**src/rtl/double_threshold_hysteresis_assert.svh**
```systemverilog
// Assertion macros shared by the hysteresis block's modules.
// Uses the module's clk and rst_n; no other dependencies.
`ifndef DOUBLE_THRESHOLD_HYSTERESIS_ASSERT_SVH
`define DOUBLE_THRESHOLD_HYSTERESIS_ASSERT_SVH

// same-cycle implication
`define DTH_ASSERT_NOW(label, ante, cons, msg) \
  label: assert property (@(posedge clk) disable iff (!rst_n) (ante) |-> (cons)) \
    else $error(msg);

// next-cycle implication
`define DTH_ASSERT_NEXT(label, ante, cons, msg) \
  label: assert property (@(posedge clk) disable iff (!rst_n) (ante) |=> (cons)) \
    else $error(msg);

`endif

```
**src/rtl/dth_fifo.sv**
```systemverilog
// Short register queue between the front end and the back end.
// No package dependencies; uses the assertion header.
`include "double_threshold_hysteresis_assert.svh"
module dth_fifo #(
  parameter int DATA_W = 16,
  parameter int DEPTH  = 4
) (
  input  logic              clk,
  input  logic              rst_n,
  input  logic              push,
  input  logic [DATA_W-1:0] push_data,
  output logic              full,
  input  logic              pop,
  output logic              not_empty,
  output logic [DATA_W-1:0] head_data
);

  localparam int PW = (DEPTH > 1) ? $clog2(DEPTH) : 1;
  localparam int NW = $clog2(DEPTH + 1);

  logic [DATA_W-1:0] mem_r [DEPTH];
  logic [PW-1:0]     wr_ptr_r, wr_ptr_nxt, rd_ptr_r, rd_ptr_nxt;
  logic [NW-1:0]     count_r, count_nxt;

  assign full      = count_r == NW'(DEPTH);
  assign not_empty = count_r != '0;
  assign head_data = mem_r[rd_ptr_r];

  always_comb begin
    wr_ptr_nxt = wr_ptr_r;
    rd_ptr_nxt = rd_ptr_r;
    count_nxt  = count_r;
    if (push) begin
      wr_ptr_nxt = (wr_ptr_r == PW'(DEPTH - 1)) ? '0 : wr_ptr_r + PW'(1);
    end
    if (pop) begin
      rd_ptr_nxt = (rd_ptr_r == PW'(DEPTH - 1)) ? '0 : rd_ptr_r + PW'(1);
    end
    if (push && !pop) begin
      count_nxt = count_r + NW'(1);
    end else if (pop && !push) begin
      count_nxt = count_r - NW'(1);
    end
  end

  always_ff @(posedge clk) begin
    if (push) begin
      mem_r[wr_ptr_r] <= push_data;
    end
  end

  always_ff @(posedge clk) begin
    if (!rst_n) begin
      wr_ptr_r <= '0;
      rd_ptr_r <= '0;
      count_r  <= '0;
    end else begin
      wr_ptr_r <= wr_ptr_nxt;
      rd_ptr_r <= rd_ptr_nxt;
      count_r  <= count_nxt;
    end
  end

  `DTH_ASSERT_NOW(a_count_bound, 1'b1, count_r <= NW'(DEPTH), "queue count out of range")
  `DTH_ASSERT_NOW(a_no_underflow, pop, not_empty, "pop from an empty queue")

endmodule

```
**config.mk**
```make
export PLATFORM = sky130hd
export DESIGN_NAME = dth_fifo
export DESIGN_NICKNAME = d
export VERILOG_FILES = /design/src/rtl/dth_fifo.sv
export VERILOG_INCLUDE_DIRS = /design/src /design/src/rtl
export SDC_FILE = /design/constraint.sdc
export NUM_CORES = 1
export LEC_CHECK = 0
export ABC_AREA = 1
export BUFFER_PORTS_ARGS = -buffer_cell sky130_fd_sc_hd__buf_2
export CAP_MARGIN = 20
export CORE_MARGIN = 1.5
export CORE_UTILIZATION = 45
export DETAILED_ROUTE_END_ITERATION = 7
export PLACE_DENSITY = 0.77
export SKIP_LAST_GASP = 1
export SYNTH_ARGS = -nofsm -noshare
export SYNTH_HDL_FRONTEND = slang
export SYNTH_SLANG_ARGS = --single-unit
```
**constraint.sdc**
```tcl
create_clock -name clk -period 2.3 [get_ports clk]
set_input_delay 0.23 -clock clk [delete_from_list [all_inputs] [get_ports clk]]
set_output_delay 0.23 -clock clk [all_outputs]
set_load 0.02 [all_outputs]
```
**Yosys cells after proc, flatten, opt, wreduce, memory -nomap -nowiden**

Memories as Yosys holds them, arrays and structs flattened. A register that Yosys moved wholly into a read port is not among the register bits.
Cells that the tools add are included.

- Output and inout bits: 18
- Register bits: 7
- Memories: 1
- Word-level logic and storage cells: 25
- RAM bits: 64
- Input port bits: 20

Memory list:

| name | words | width | rd ports | clocked after Yosys merged registers in | write ports | line | text |
|---|---|---|---|---|---|---|---|
| mem_r | 4 | 16 | 1 | 1 | 1 | dth_fifo.sv:21 | `logic [DATA_W-1:0] mem_r [DEPTH];` |

- Muxes and demuxes: 8
- Equal/unequal tests: 3
- $add $sub $neg: 4
- Reduce and logical (&&, ||, !) cells: 6

Operators by type and width:

| cell | count |
|---|---|
| 2-bit two-way mux | 4 |
| 3-bit two-way mux | 2 |
| 2-bit by 1-bit adder with 2-bit output, second input constant | 2 |
| 2-bit equality test, second input constant | 2 |
| 3-bit by 1-bit adder with 3-bit output, second input constant | 1 |
| 3-bit equality test, second input constant | 1 |
| 3-bit nonzero test | 1 |
| 3-bit by 1-bit subtractor with 3-bit output, second input constant | 1 |
| 1-bit logical AND | 2 |
| 1-bit zero test | 2 |
| 1-bit two-way mux | 2 |
| 2-bit nonzero test | 1 |

**Depth between registers and ports, before layout**

- Depth in word-level cells: 4
- Gate-level depth with buffers: 10

**Worst setup path before layout**

No wires, ideal clock.

- Path kind: input port to flip-flop
- Start point: in pop
- End point: reg count_r[2]
- Slack: 1.017 ns
- Required time: 2.190 ns
- Stages: 10
- Setup time: 0.110 ns
- Data arrival time: 1.173 ns
- Cell sequence: inv_1 -> ha_1 -> inv_2 -> fa_1 -> inv_1 -> nand2_1 -> nand3_1 -> nand2_1 -> inv_1 -> nor2_1

- Word-level cells in the longest chain between the ends: 3

RTL lines:

| what | line | text |
|---|---|---|
| from (decl) | dth_fifo.sv:13 | `input logic pop,` |
| 1-bit zero test | dth_fifo.sv:39 | `if (push && !pop) begin` |
| 1-bit logical AND | dth_fifo.sv:39 |  |
| 3-bit two-way mux or 2-bit nonzero test (tied branches) | n/a |  |
| to (signal assigned) | dth_fifo.sv:60 | `count_r <= count_nxt;` |
| to (decl) | dth_fifo.sv:23 | `logic [NW-1:0] count_r, count_nxt;` |

Parallel ways exist; a longest one is shown, timed or not.
A chain may end at the register's enable or synchronous reset.

==> results.json <==
{
  "irDropWorstVdd_uv": 374.1,
  "num_rows": 28,
  "final_common_cell": "edfxtp_1",
  "dieArea_sq_um": 6740,
  "leakage_nw": 1.263,
  "top_usage_layer": "met2",
  "status": "complete, no violations",
  "maxCapViolCount": 0,
  "avgSynthCellArea_sq_um": 13.16,
  "min_path_type": "in -> reg",
  "cts-root-buf": "clkbuf_8",
  "fin_cells": 337,
  "start_util_pct": 46.99,
  "min_period_ns": 2.057,
  "yosys_warnings": 0,
  "fin_ws_ns": 0.2434,
  "ys_types": 18,
  "crit_path_max_fanout": 32,
  "clockBufferDepth": 2,
  "antenna_found_initial": 0,
  "fin_nets": 284,
  "power_mw": 3.034,
  "vias": 1734,
  "syn_nets": 241,
  "setup_viol": 0,
  "tightestPinTransition_ns": 0.7394,
  "setup_tns_ns": 0,
  "seq_area_frac_synth_pct": 74.67,
  "seqCellArea_sq_um": 2102,
  "crit_arrival_ns": 1.83,
  "grt.overflow.total": 0,
  "insertion_delay_ns": 0.34,
  "grt.total_usage_pct": 16.39,
  "gp_congestion": 0.7108,
  "diodes": 0,
  "placed_cells": 321,
  "final_cell_mix": "edfxtp_1, nor2_1, buf_2, o21ai_1, o22ai_1",
  "grtUsageMet2_pct": 27.13,
  "place_hpwl_mm": 3.157,
  "holdBufCountCts": 0,
  "grt_pass1_vias": 1626,
  "slew_viol_final": 0,
  "grt_max_degree": 33,
  "postPlaceCellArea_sq_um": 3072,
  "io_pins": 38,
  "fin_area_sq_um": 3307,
  "cp-start-kind": "flip-flop",
  "worst_setup_path_end_kind": "output pin",
  "skew_ns": 0.005334,
  "synth_xor_xnor_area_share_pct": 0.3111,
  "fill_cells": 491,
  "yosys_register_bits": 73,
  "ys_top_cells_by_area": "edfxtp_1, dfxtp_1, nor2_1",
  "grt_util_met3_pct": 6.484,
  "die_h_um": 82.10,
  "synth.largest_area_cell": "edfxtp_1",
  "power.density_nw_per_um2": 917.6,
  "clock_sink_count": 73,
  "grtUsageMet1_pct": 19.06,
  "synth_adder_area_share_pct": 3.378,
  "numCtsBuffers": 9,
  "syn_area_sq_um": 2815,
  "synth_mux_area_share_pct": 0,
  "viasPerCell": 5.145,
  "drive_above_1_share_pct": 22.14,
  "die_x_um": 82.10,
  "drt-pass1-iter-count": 4,
  "postCtsSetupBuffers": 0,
  "port_buffers": 37,
  "fmax_ghz": 0.4862,
  "place_ws_ns": 0.5946,
  "synth_top_family_by_area": "compound AO/OA/AOI/OAI gates",
  "required_ns": 2.07,
  "drtIter0Drc": 111,
  "cts_resized": 0,
  "hold_slack_ns": 0.09929,
  "worstSetupPathType": "reg -> out",
  "maxSlewHeadroom_pct": 50.65,
  "synth-compound-area-share_pct": 10.31,
  "postLayoutCoreUtil_pct": 55.20,
  "multi_input_area_sq_um": 608.1,
  "drcViolationCount": 0,
  "cts.clk_slew.worst_paths_ns": 0.07,
  "yosys.area_share.simple_pct": 7.600,
  "htreeDepth": 3,
  "grt_pass1_wl_mm": 7.652,
  "wl_mm": 5.063,
  "synth_cells": 214,
  "routedWlPerCell_um": 15.02,
  "ant_nets": 0,
  "finalCritPeriodShare_pct": 89.42,
  "hold_violations": 0,
  "netlist.area_leader.share_pct": 68.27,
  "core_region_area_sq_um": 5991,
  "cts_tree": "done",
  "syn_to_final_growth_pct": 17.47,
  "grt_setup_unrepaired": "no"
}
## synthesized netlist by cell type
library cell	n
o22ai_1	16
fa_1	1
nor3_1	3
inv_1	12
dfxtp_1	9
nand4_1	1
buf_4	2
o21ai_1	28
nor2_1	41
a21oi_1	3
inv_2	4
edfxtp_1	64
buf_2	6
ha_1	6
xor2_1	1
o21ai_0	7
nand3_1	1
nand2_1	9
## kinds of logic (layout without fill, tap and decap cells)
logic type / Yosys count / in the layout
AOI/OAI and AO/OA: 54 / 54
xor gates and xnor gates: 1 / 1
DFF: 73 / 73
and+or+nand+nor: 55 / 55
adders and majority gates: 7 / 7
buffers and inverters: 24 / 72
## where the power goes
group	switching [mW]	total, mW	internal (mW)
Sequential	0.0324	1.54	1.51
Combinational	0.223	0.333	0.110
Clock	0.440	1.16	0.721
Total	0.696	3.03	2.34
## layout make-up
| cell class | instances | share of cell area, % |
|---|---|---|
| Tap cell | 75 | 2.838 |
| Clock buffer | 11 | 3.973 |
| Inverter | 16 | 1.816 |
| Multi-Input combinational cell | 117 | 18.39 |
| Timing Repair Buffer | 40 | 6.281 |
| Clock inverter | 5 | 3.140 |
| Sequential cell | 73 | 63.56 |
## sequential cells by signal, indices dropped and copies added, names as in the netlist, named ones only
| register | flops |
|---|---|
| wr_ptr_r | 2 |
| mem_r | 64 |
| count_r | 3 |
| rd_ptr_r | 2 |
## worst paths after layout
kind / startpoint / cells after the start / slack [ns] / end
setup / recovery: flip-flop / 4 / 0.24 / head_data[8]
hold / removal: push_data[6] / 1 / 0.1 / mem_r[2][6]
setup reg to reg: wr_ptr_r[0] / 3 / 0.75 / mem_r[1][10]
hold reg to reg: wr_ptr_r[1] / 2 / 0.53 / wr_ptr_r[1]
## layer usage
| metal | vias to the layer above | share of wire [%] |
|---|---|---|
| li1 | 857 | - |
| met3 | 7 | 7.8 |
| met2 | 63 | 49 |
| met5 | - | 0 |
| met1 | 807 | 42 |
| met4 | 0 | 1.5 |
## worst max-delay path, cell delays in order (launching register included)
cell and delay, ns:
dfxtp_1 0.60, inv_2 0.35, o21ai_0 0.25, o22ai_1 0.11, buf_2 0.17
Note: power is estimated with default switching activity, not from simulation.
