[src/rtl/double_threshold_hysteresis_assert.svh]
// Assertion macros shared by the hysteresis block's modules.
// Uses the module's clk and rst_n; no other dependencies.
`ifndef DOUBLE_THRESHOLD_HYSTERESIS_ASSERT_SVH
`define DOUBLE_THRESHOLD_HYSTERESIS_ASSERT_SVH

// same-cycle implication
`define DTH_ASSERT_NOW(label, ante, cons, msg) \
  label: assert property (@(posedge clk) disable iff (!rst_n) (ante) |-> (cons)) \
    else $error(msg);

// next-cycle implication
`define DTH_ASSERT_NEXT(label, ante, cons, msg) \
  label: assert property (@(posedge clk) disable iff (!rst_n) (ante) |=> (cons)) \
    else $error(msg);

`endif

[src/rtl/dth_pkg.sv]
// Shared types, constants and helpers for the double-threshold hysteresis block.
// No dependencies.
package dth_pkg;

  localparam int MAX_WIDTH_DEF   = 2048;
  localparam int MAX_HEIGHT      = 2048;
  localparam int QUEUE_DEPTH_DEF = 4;
  localparam int ROW_W           = 12;   // input row counter, reaches height+1 in drain
  localparam int OUT_ROW_W       = 11;   // output row counter, below height
  localparam int DIM_W           = 14;   // wide enough for any clamp limit

  localparam logic [8:0]  LOW_RST    = 9'd20;
  localparam logic [8:0]  HIGH_RST   = 9'd50;
  localparam logic [7:0]  STRONG_RST = 8'd255;
  localparam logic [7:0]  WEAK_RST   = 8'd128;
  localparam logic [11:0] WIDTH_RST  = 12'd640;
  localparam logic [11:0] HEIGHT_RST = 12'd480;

  typedef enum logic [2:0] {
    REG_LOW    = 3'd0,
    REG_HIGH   = 3'd1,
    REG_STRONG = 3'd2,
    REG_WEAK   = 3'd3,
    REG_WIDTH  = 3'd4,
    REG_HEIGHT = 3'd5
  } cfg_reg_t;

  // first-pass class; the back maps it onto the configured mark values
  typedef enum logic [1:0] {
    CLS_NONE   = 2'd0,
    CLS_WEAK   = 2'd1,
    CLS_STRONG = 2'd2
  } cls_code_t;

  // one classified word on its way from front to back
  typedef struct packed {
    cls_code_t  cls;       // first-pass class
    logic       up1_ok;    // row above exists
    logic       up2_ok;    // row two above exists
    logic       emit;      // this word releases a result
    logic       interior;  // result position is off the border
    logic       last;      // result is the final pixel of the frame
  } item_t;

  // zero acts as one, anything above lim acts as lim
  function automatic logic [DIM_W-1:0] clamp_dim(logic [11:0] v, logic [DIM_W-1:0] lim);
    logic [DIM_W-1:0] res;
    if (v == 12'd0) begin
      res = DIM_W'(1);
    end else if (DIM_W'(v) > lim) begin
      res = lim;
    end else begin
      res = DIM_W'(v);
    end
    return res;
  endfunction

endpackage

[src/rtl/dth_front.sv]
// Front end: accepts input words, classifies pixels and tracks frame position.
// Depends on dth_pkg and the assertion header.
`include "double_threshold_hysteresis_assert.svh"
module dth_front #(
  parameter int MAX_WIDTH = dth_pkg::MAX_WIDTH_DEF,
  localparam int CW = $clog2(MAX_WIDTH)
) (
  input  logic                      clk,
  input  logic                      rst_n,
  input  logic                      in_tvalid,
  output logic                      in_tready,
  input  logic [7:0]                pixel_value,
  input  logic                      drain,
  input  logic [8:0]                low_thr,
  input  logic [8:0]                high_thr,
  input  logic [CW:0]               width,
  input  logic [11:0]               height,
  input  logic                      q_full,
  output logic                      push,
  output dth_pkg::item_t            push_item,
  output logic [CW-1:0]             push_col
);

  logic [CW-1:0]                  in_col_r, in_col_nxt;
  logic [dth_pkg::ROW_W-1:0]      in_row_r, in_row_nxt;
  logic [CW-1:0]                  out_col_r, out_col_nxt;
  logic [dth_pkg::OUT_ROW_W-1:0]  out_row_r, out_row_nxt;

  logic accept, drain_phase, ignore, in_col_end, out_col_end, out_row_end;
  dth_pkg::cls_code_t cls_code;
  dth_pkg::item_t item;

  assign in_tready = !q_full;
  assign accept    = in_tvalid && in_tready;

  assign drain_phase = in_row_r >= height;
  assign ignore      = drain && !drain_phase;

  // classification happens at the thresholds; the mark values are applied in the back
  always_comb begin
    if (drain_phase) begin
      cls_code = dth_pkg::CLS_NONE;
    end else if ({1'b0, pixel_value} >= high_thr) begin
      cls_code = dth_pkg::CLS_STRONG;
    end else if ({1'b0, pixel_value} >= low_thr) begin
      cls_code = dth_pkg::CLS_WEAK;
    end else begin
      cls_code = dth_pkg::CLS_NONE;
    end
  end

  assign in_col_end  = ((CW+1)'({1'b0, in_col_r}) + (CW+1)'(1)) >= width;
  assign out_col_end = ((CW+1)'({1'b0, out_col_r}) + (CW+1)'(1)) >= width;
  assign out_row_end = (12'({1'b0, out_row_r}) + 12'd1) >= height;

  always_comb begin
    item.up1_ok   = in_row_r != '0;
    item.up2_ok   = in_row_r >= dth_pkg::ROW_W'(2);
    item.emit     = (in_row_r >= dth_pkg::ROW_W'(2)) ||
                    ((in_row_r == dth_pkg::ROW_W'(1)) && (in_col_r != '0));
    item.interior = (out_row_r != '0) &&
                    ((12'({1'b0, out_row_r}) + 12'd2) <= height) &&
                    (out_col_r != '0) &&
                    (((CW+1)'({1'b0, out_col_r}) + (CW+1)'(2)) <= width);
    item.last     = out_row_end && out_col_end;
    item.cls      = cls_code;
  end

  assign push_item = item;
  assign push      = accept && !ignore;
  assign push_col  = in_col_r;

  always_comb begin
    in_col_nxt  = in_col_r;
    in_row_nxt  = in_row_r;
    out_col_nxt = out_col_r;
    out_row_nxt = out_row_r;
    if (push) begin
      if (in_col_end) begin
        in_col_nxt = '0;
        in_row_nxt = in_row_r + dth_pkg::ROW_W'(1);
      end else begin
        in_col_nxt = in_col_r + CW'(1);
      end
      if (item.emit) begin
        if (item.last) begin
          in_col_nxt  = '0;
          in_row_nxt  = '0;
          out_col_nxt = '0;
          out_row_nxt = '0;
        end else if (out_col_end) begin
          out_col_nxt = '0;
          out_row_nxt = out_row_r + dth_pkg::OUT_ROW_W'(1);
        end else begin
          out_col_nxt = out_col_r + CW'(1);
        end
      end
    end
  end

  always_ff @(posedge clk) begin
    if (!rst_n) begin
      in_col_r  <= '0;
      in_row_r  <= '0;
      out_col_r <= '0;
      out_row_r <= '0;
    end else begin
      in_col_r  <= in_col_nxt;
      in_row_r  <= in_row_nxt;
      out_col_r <= out_col_nxt;
      out_row_r <= out_row_nxt;
    end
  end

  `DTH_ASSERT_NEXT(a_frame_restart, push && item.emit && item.last,
    in_col_r == '0 && in_row_r == '0 && out_col_r == '0 && out_row_r == '0,
    "frame end did not clear position counters")
  `DTH_ASSERT_NOW(a_push_needs_room, push, !q_full, "word pushed into a full queue")

endmodule

[config.mk]
export PLATFORM = sky130hd
export DESIGN_NAME = dth_front
export DESIGN_NICKNAME = d
export VERILOG_FILES = /design/src/rtl/dth_pkg.sv /design/src/rtl/dth_front.sv
export VERILOG_INCLUDE_DIRS = /design/src /design/src/rtl
export SDC_FILE = /design/constraint.sdc
export NUM_CORES = 1
export LEC_CHECK = 0
export ABC_AREA = 0
export BUFFER_PORTS_ARGS = -buffer_cell sky130_fd_sc_hd__buf_2
export CAP_MARGIN = 20
export CORE_MARGIN = 8
export CORE_UTILIZATION = 30
export CTS_CLUSTER_SIZE = 25
export DETAILED_ROUTE_END_ITERATION = 6
export GPL_TIMING_DRIVEN = 0
export PLACE_DENSITY = 0.48
export SLEW_MARGIN = 20
export SYNTH_ARGS = -nofsm -noshare
export SYNTH_HDL_FRONTEND = slang
export SYNTH_SLANG_ARGS = --single-unit
[constraint.sdc]
create_clock -name clk -period 3.4 [get_ports clk]
set_clock_uncertainty 0.15 [all_clocks]
set_input_delay 0.68 -clock clk [delete_from_list [all_inputs] [get_ports clk]]
set_output_delay 0.68 -clock clk [all_outputs]
set_load 0.01 [all_outputs]
## Yosys cells after proc, flatten, opt, wreduce, memory -nomap -nowiden

Index checks and enable logic that the tools add are counted.

- Bits in registers: 45
- Input bits: 55
- Output and inout bits: 20
- Logic and storage cells: 55

- Add/sub/neg operators: 9
- $lt $le $gt $ge: 9
- Equality and inequality tests: 1
- Mux-type cells: 13
- Reductions and logical operators: 19

Operator list:

| cell | count |
|---|---|
| $mux 11 | 7 |
| $ge 12x12->1 | 4 |
| $add 11x1->12 const B | 3 |
| $mux 12 | 3 |
| $add 11x1->11 const B | 3 |
| $reduce_bool 11->1 | 3 |
| $add 11x2->12 const B | 2 |
| $le 12x12->1 | 2 |
| $ge 8x9->1 | 2 |
| $add 12x1->12 const B | 1 |
| $eq 12x1->1 const B | 1 |
| $ge 12x2->1 const B | 1 |
| $reduce_bool 12->1 | 1 |
| $logic_and 1x1->1 | 8 |
| $mux 2 | 2 |
| $logic_not 1->1 | 3 |
| $reduce_and 3->1 | 1 |
| $reduce_and 2->1 | 1 |
| $reduce_bool 2->1 | 1 |
| $logic_or 1x1->1 | 1 |
| $mux 1 | 1 |

## Longest topological paths before layout

- Depth in word-level cells: 6
- Depth in mapped cells: 15
- Mapped depth without buffers: 14

## Worst setup path after synthesis

No wires, ideal clock.

- Path type: register to output
- Start: register out_row_r[2] in the netlist's numbering
- End: output port push_item[1] in the netlist's numbering
- Data arrival time: 2,587 ps
- Data required time: 2,570 ps
- Setup slack: -17 ps
- Cell stages (with the launch flop): 13
- Buffers on the path: 1
- Path through: dfxtp_1 ha_1 and3_1 and3_1 clkbuf_1 nand3_1 xnor2_1 ha_1 nand4_1 or2_2 o221ai_1 o21ai_0 and4_1

RTL lines:

| item | line | text |
|---|---|---|
| start, declared | dth_front.sv:27 | `logic [dth_pkg::OUT_ROW_W-1:0] out_row_r, out_row_nxt;` |
| start signal, assigned | dth_front.sv:111 | `out_row_r <= out_row_nxt;` |
| end, declared | dth_front.sv:20 | `output dth_pkg::item_t push_item,` |

==> out/metrics.yaml <==
criticalPathCategory: "flop to primary output"
gp_congestion: 0.836
synthAdderAreaFrac_pct: 25.2
path_clk_slew_ns: 0.06
io_buffers: 74
routed_wl_um: 15500
antenna_left: 0
slew_viol_final: 0
ys_seq_area_share_pct: 18.1
slew_headroom_pct: 57.1
synth_edf_count: 0
cts.sinks: 45
syn_area_mm2: 0.00497
htree_levels: 2
crit_arrival_ns: 2.85
syn-num-nets: 786
cp-end-kind: "primary output"
netlist_instances: 631
final_cells: 965
cts_tree: "done"
synthMuxAreaShare_pct: 0.805
num_io_pins: 75
num_rows: 47
synthFlopType: "dfxtp_1"
grt_pass1_wl_um: 24300
dpl_worst_slack_ns: -0.550
mostFrequentLayoutCells: "ha_1, buf_2, inv_1, nand2_1, buf_4"
status: "complete, but fails checks"
track_usage_pct: 14.5
maxCapViolCount: 0
path_max_fanout: 5
period_share_pct: 108
num_vias: 4860
die_w_um: 145
worst_pin_slew_ns: 0.637
synth.distinct_cells: 54
setup_viol: 2
avgSynthCellArea_um2: 7.88
layout_commonest_cell: "ha_1"
fin_crit_ns: 3.68
rsz0062_at_grt: "yes"
finalNetCount: 899
avgViaCountPerCell: 5.04
wl_per_cell_um: 16.0
worst_slack_ns: -0.276
clock-root-buffer: "clkbuf_16"
fmax_mhz: 272
critPathRequiredTime_ns: 2.57
async_reset_ff_share_pct: 0
violations: "negative setup slack"
grt_overflow_total: 0
dr.pass1.iters: 4
ir_drop_uv: 192
initial_utilization_pct: 30.3
power.density_mw_per_mm2: 204
layout-drive-gt1-share_pct: 27.5
place_inst: 925
drt_iter0_markers: 320
synth_compound_area_share_pct: 14.4
hold_viol_final: 0
synthSimpleGateAreaFrac_pct: 25.1
diodes: 0
grt_antenna_before_repair: 0
route.detailed.drc: 0
die-area_mm2: 0.0209
synth-xor-area-share_pct: 9.51
core_mm2: 0.0164
clk_latency_ns: 0.29
clk_path_buf_depth: 2
grt_max_degree: 14
cts_buffers: 5
dpl.hpwl_um: 12000
grt_pass1_vias: 4750
die_y_um: 145
syn_to_final_growth_pct: 29.9
fin_util_pct: 39.3
critPathLaunchType: "flop"
cts.hold.buffers_added: 0
yosys_warnings: 0
ys_ff_latch: 45
p_leak_nw: 3.22
synth_top_family_by_area: "adder cells"
hold_path_class: "flop to flop"
-- logic make-up after synthesis --
group                    Yosys count
multiplexers                       4
adder cells (fa/ha/maj)          100
buffers and inverters             84
XOR/XNOR                          54
AND/OR/NAND/NOR                  233
flip-flops                        45
AO/OA/AOI/OAI                    111
-- layer usage --
metal  track usage (%)  vias to the layer above  wire [um]
li1                  -                     2466          -
met1              19.4                     2308       7420
met2              24.4                       79       7370
met3              2.33                        7        575
met4              2.35                        0         81
met5                 0                        -          0
-- power breakdown --
part,switching [mW],internal (mW),total (mW)
registers,0.00404,0.526,0.530
clock network,0.214,0.368,0.582
logic,0.115,0.0873,0.202
-- cell type report --
cell class                 instances  area (um2)
tap                              220         275
buffer                            20         123
fill                            1675        9950
clock inverter                     1        30.0
inverter                          55         218
sequential                        45         928
timing repair buffer             115         694
clock buffer                       7         143
multi-input combinational        502        4040
-- state kept, by name (all words and copies together) (netlist names) --
signal and cells:
in_row_r 12, push_col 11, out_row_r 11, out_col_r 11
-- path summary, 6_finish.rpt --
kind                     start      endpoint  slack, ns  cells past startpoint
setup reg to reg  out_col_r[1]  out_col_r[6]       0.04                     15
setup / recovery  out_col_r[1]  push_item[1]      -0.28                     13
hold reg to reg   out_col_r[1]  out_col_r[1]       0.36                      2
hold / removal    out_col_r[1]  out_col_r[1]       0.36                      2
-- timing repair --
action,4_1_cts,5_1_grt
endpoints found under the setup margin,48,43
gates resized for setup,64,29
buffers inserted,30,10
cloned,0,1
pin swaps,20,18
-- synth_stat cells, types with 4 or more instances --
cell type | instances | share of area, %
a211oi_1 | 5 | 0.76
a21o_1 | 21 | 3.2
a21oi_1 | 43 | 4.3
a31oi_1 | 4 | 0.50
and3_1 | 15 | 1.9
buf_2 | 8 | 0.81
clkbuf_1 | 18 | 1.4
dfxtp_1 | 45 | 18
ha_1 | 100 | 25
inv_1 | 54 | 4.1
mux2i_1 | 4 | 0.81
nand2_1 | 48 | 3.6
nand2b_1 | 6 | 0.76
nand3_1 | 37 | 3.7
nand3b_1 | 5 | 0.76
nand4_1 | 20 | 2.5
nand4b_1 | 9 | 1.6
nor2_1 | 44 | 3.3
nor2b_1 | 11 | 1.4
nor3_1 | 8 | 0.81
nor4_1 | 10 | 1.3
o21ai_0 | 16 | 1.6
or3_1 | 4 | 0.50
or3b_1 | 4 | 0.70
xnor2_1 | 26 | 4.6
xor2_1 | 28 | 4.9
-- stage by stage --
step                setup TNS [ns]  hold slack, ns  power [mW]  cell area [um2]
floorplan                        0           0.327       0.654             4970
global placement            -12.69           0.347       0.729             5620
detailed placement          -12.80           0.356       0.736             5620
CTS                         -0.497           0.354        1.32             6250
global route                 -2.01           0.374        1.37             6450
finish                      -0.494           0.357        1.31             6450
-- critical path: stages (launching register included) --
cell	delay (ns)
dfxtp_4	0.38
ha_4	0.13
and3_4	0.18
and3_4	0.21
nand3_4	0.09
xnor2_2	0.16
ha_1	0.30
a21o_1	0.16
a21o_1	0.16
a21oi_2	0.12
o221ai_1	0.11
o21ai_1	0.16
and4_1	0.25
buf_2	0.14
Note: power is estimated with default switching activity, not from simulation.
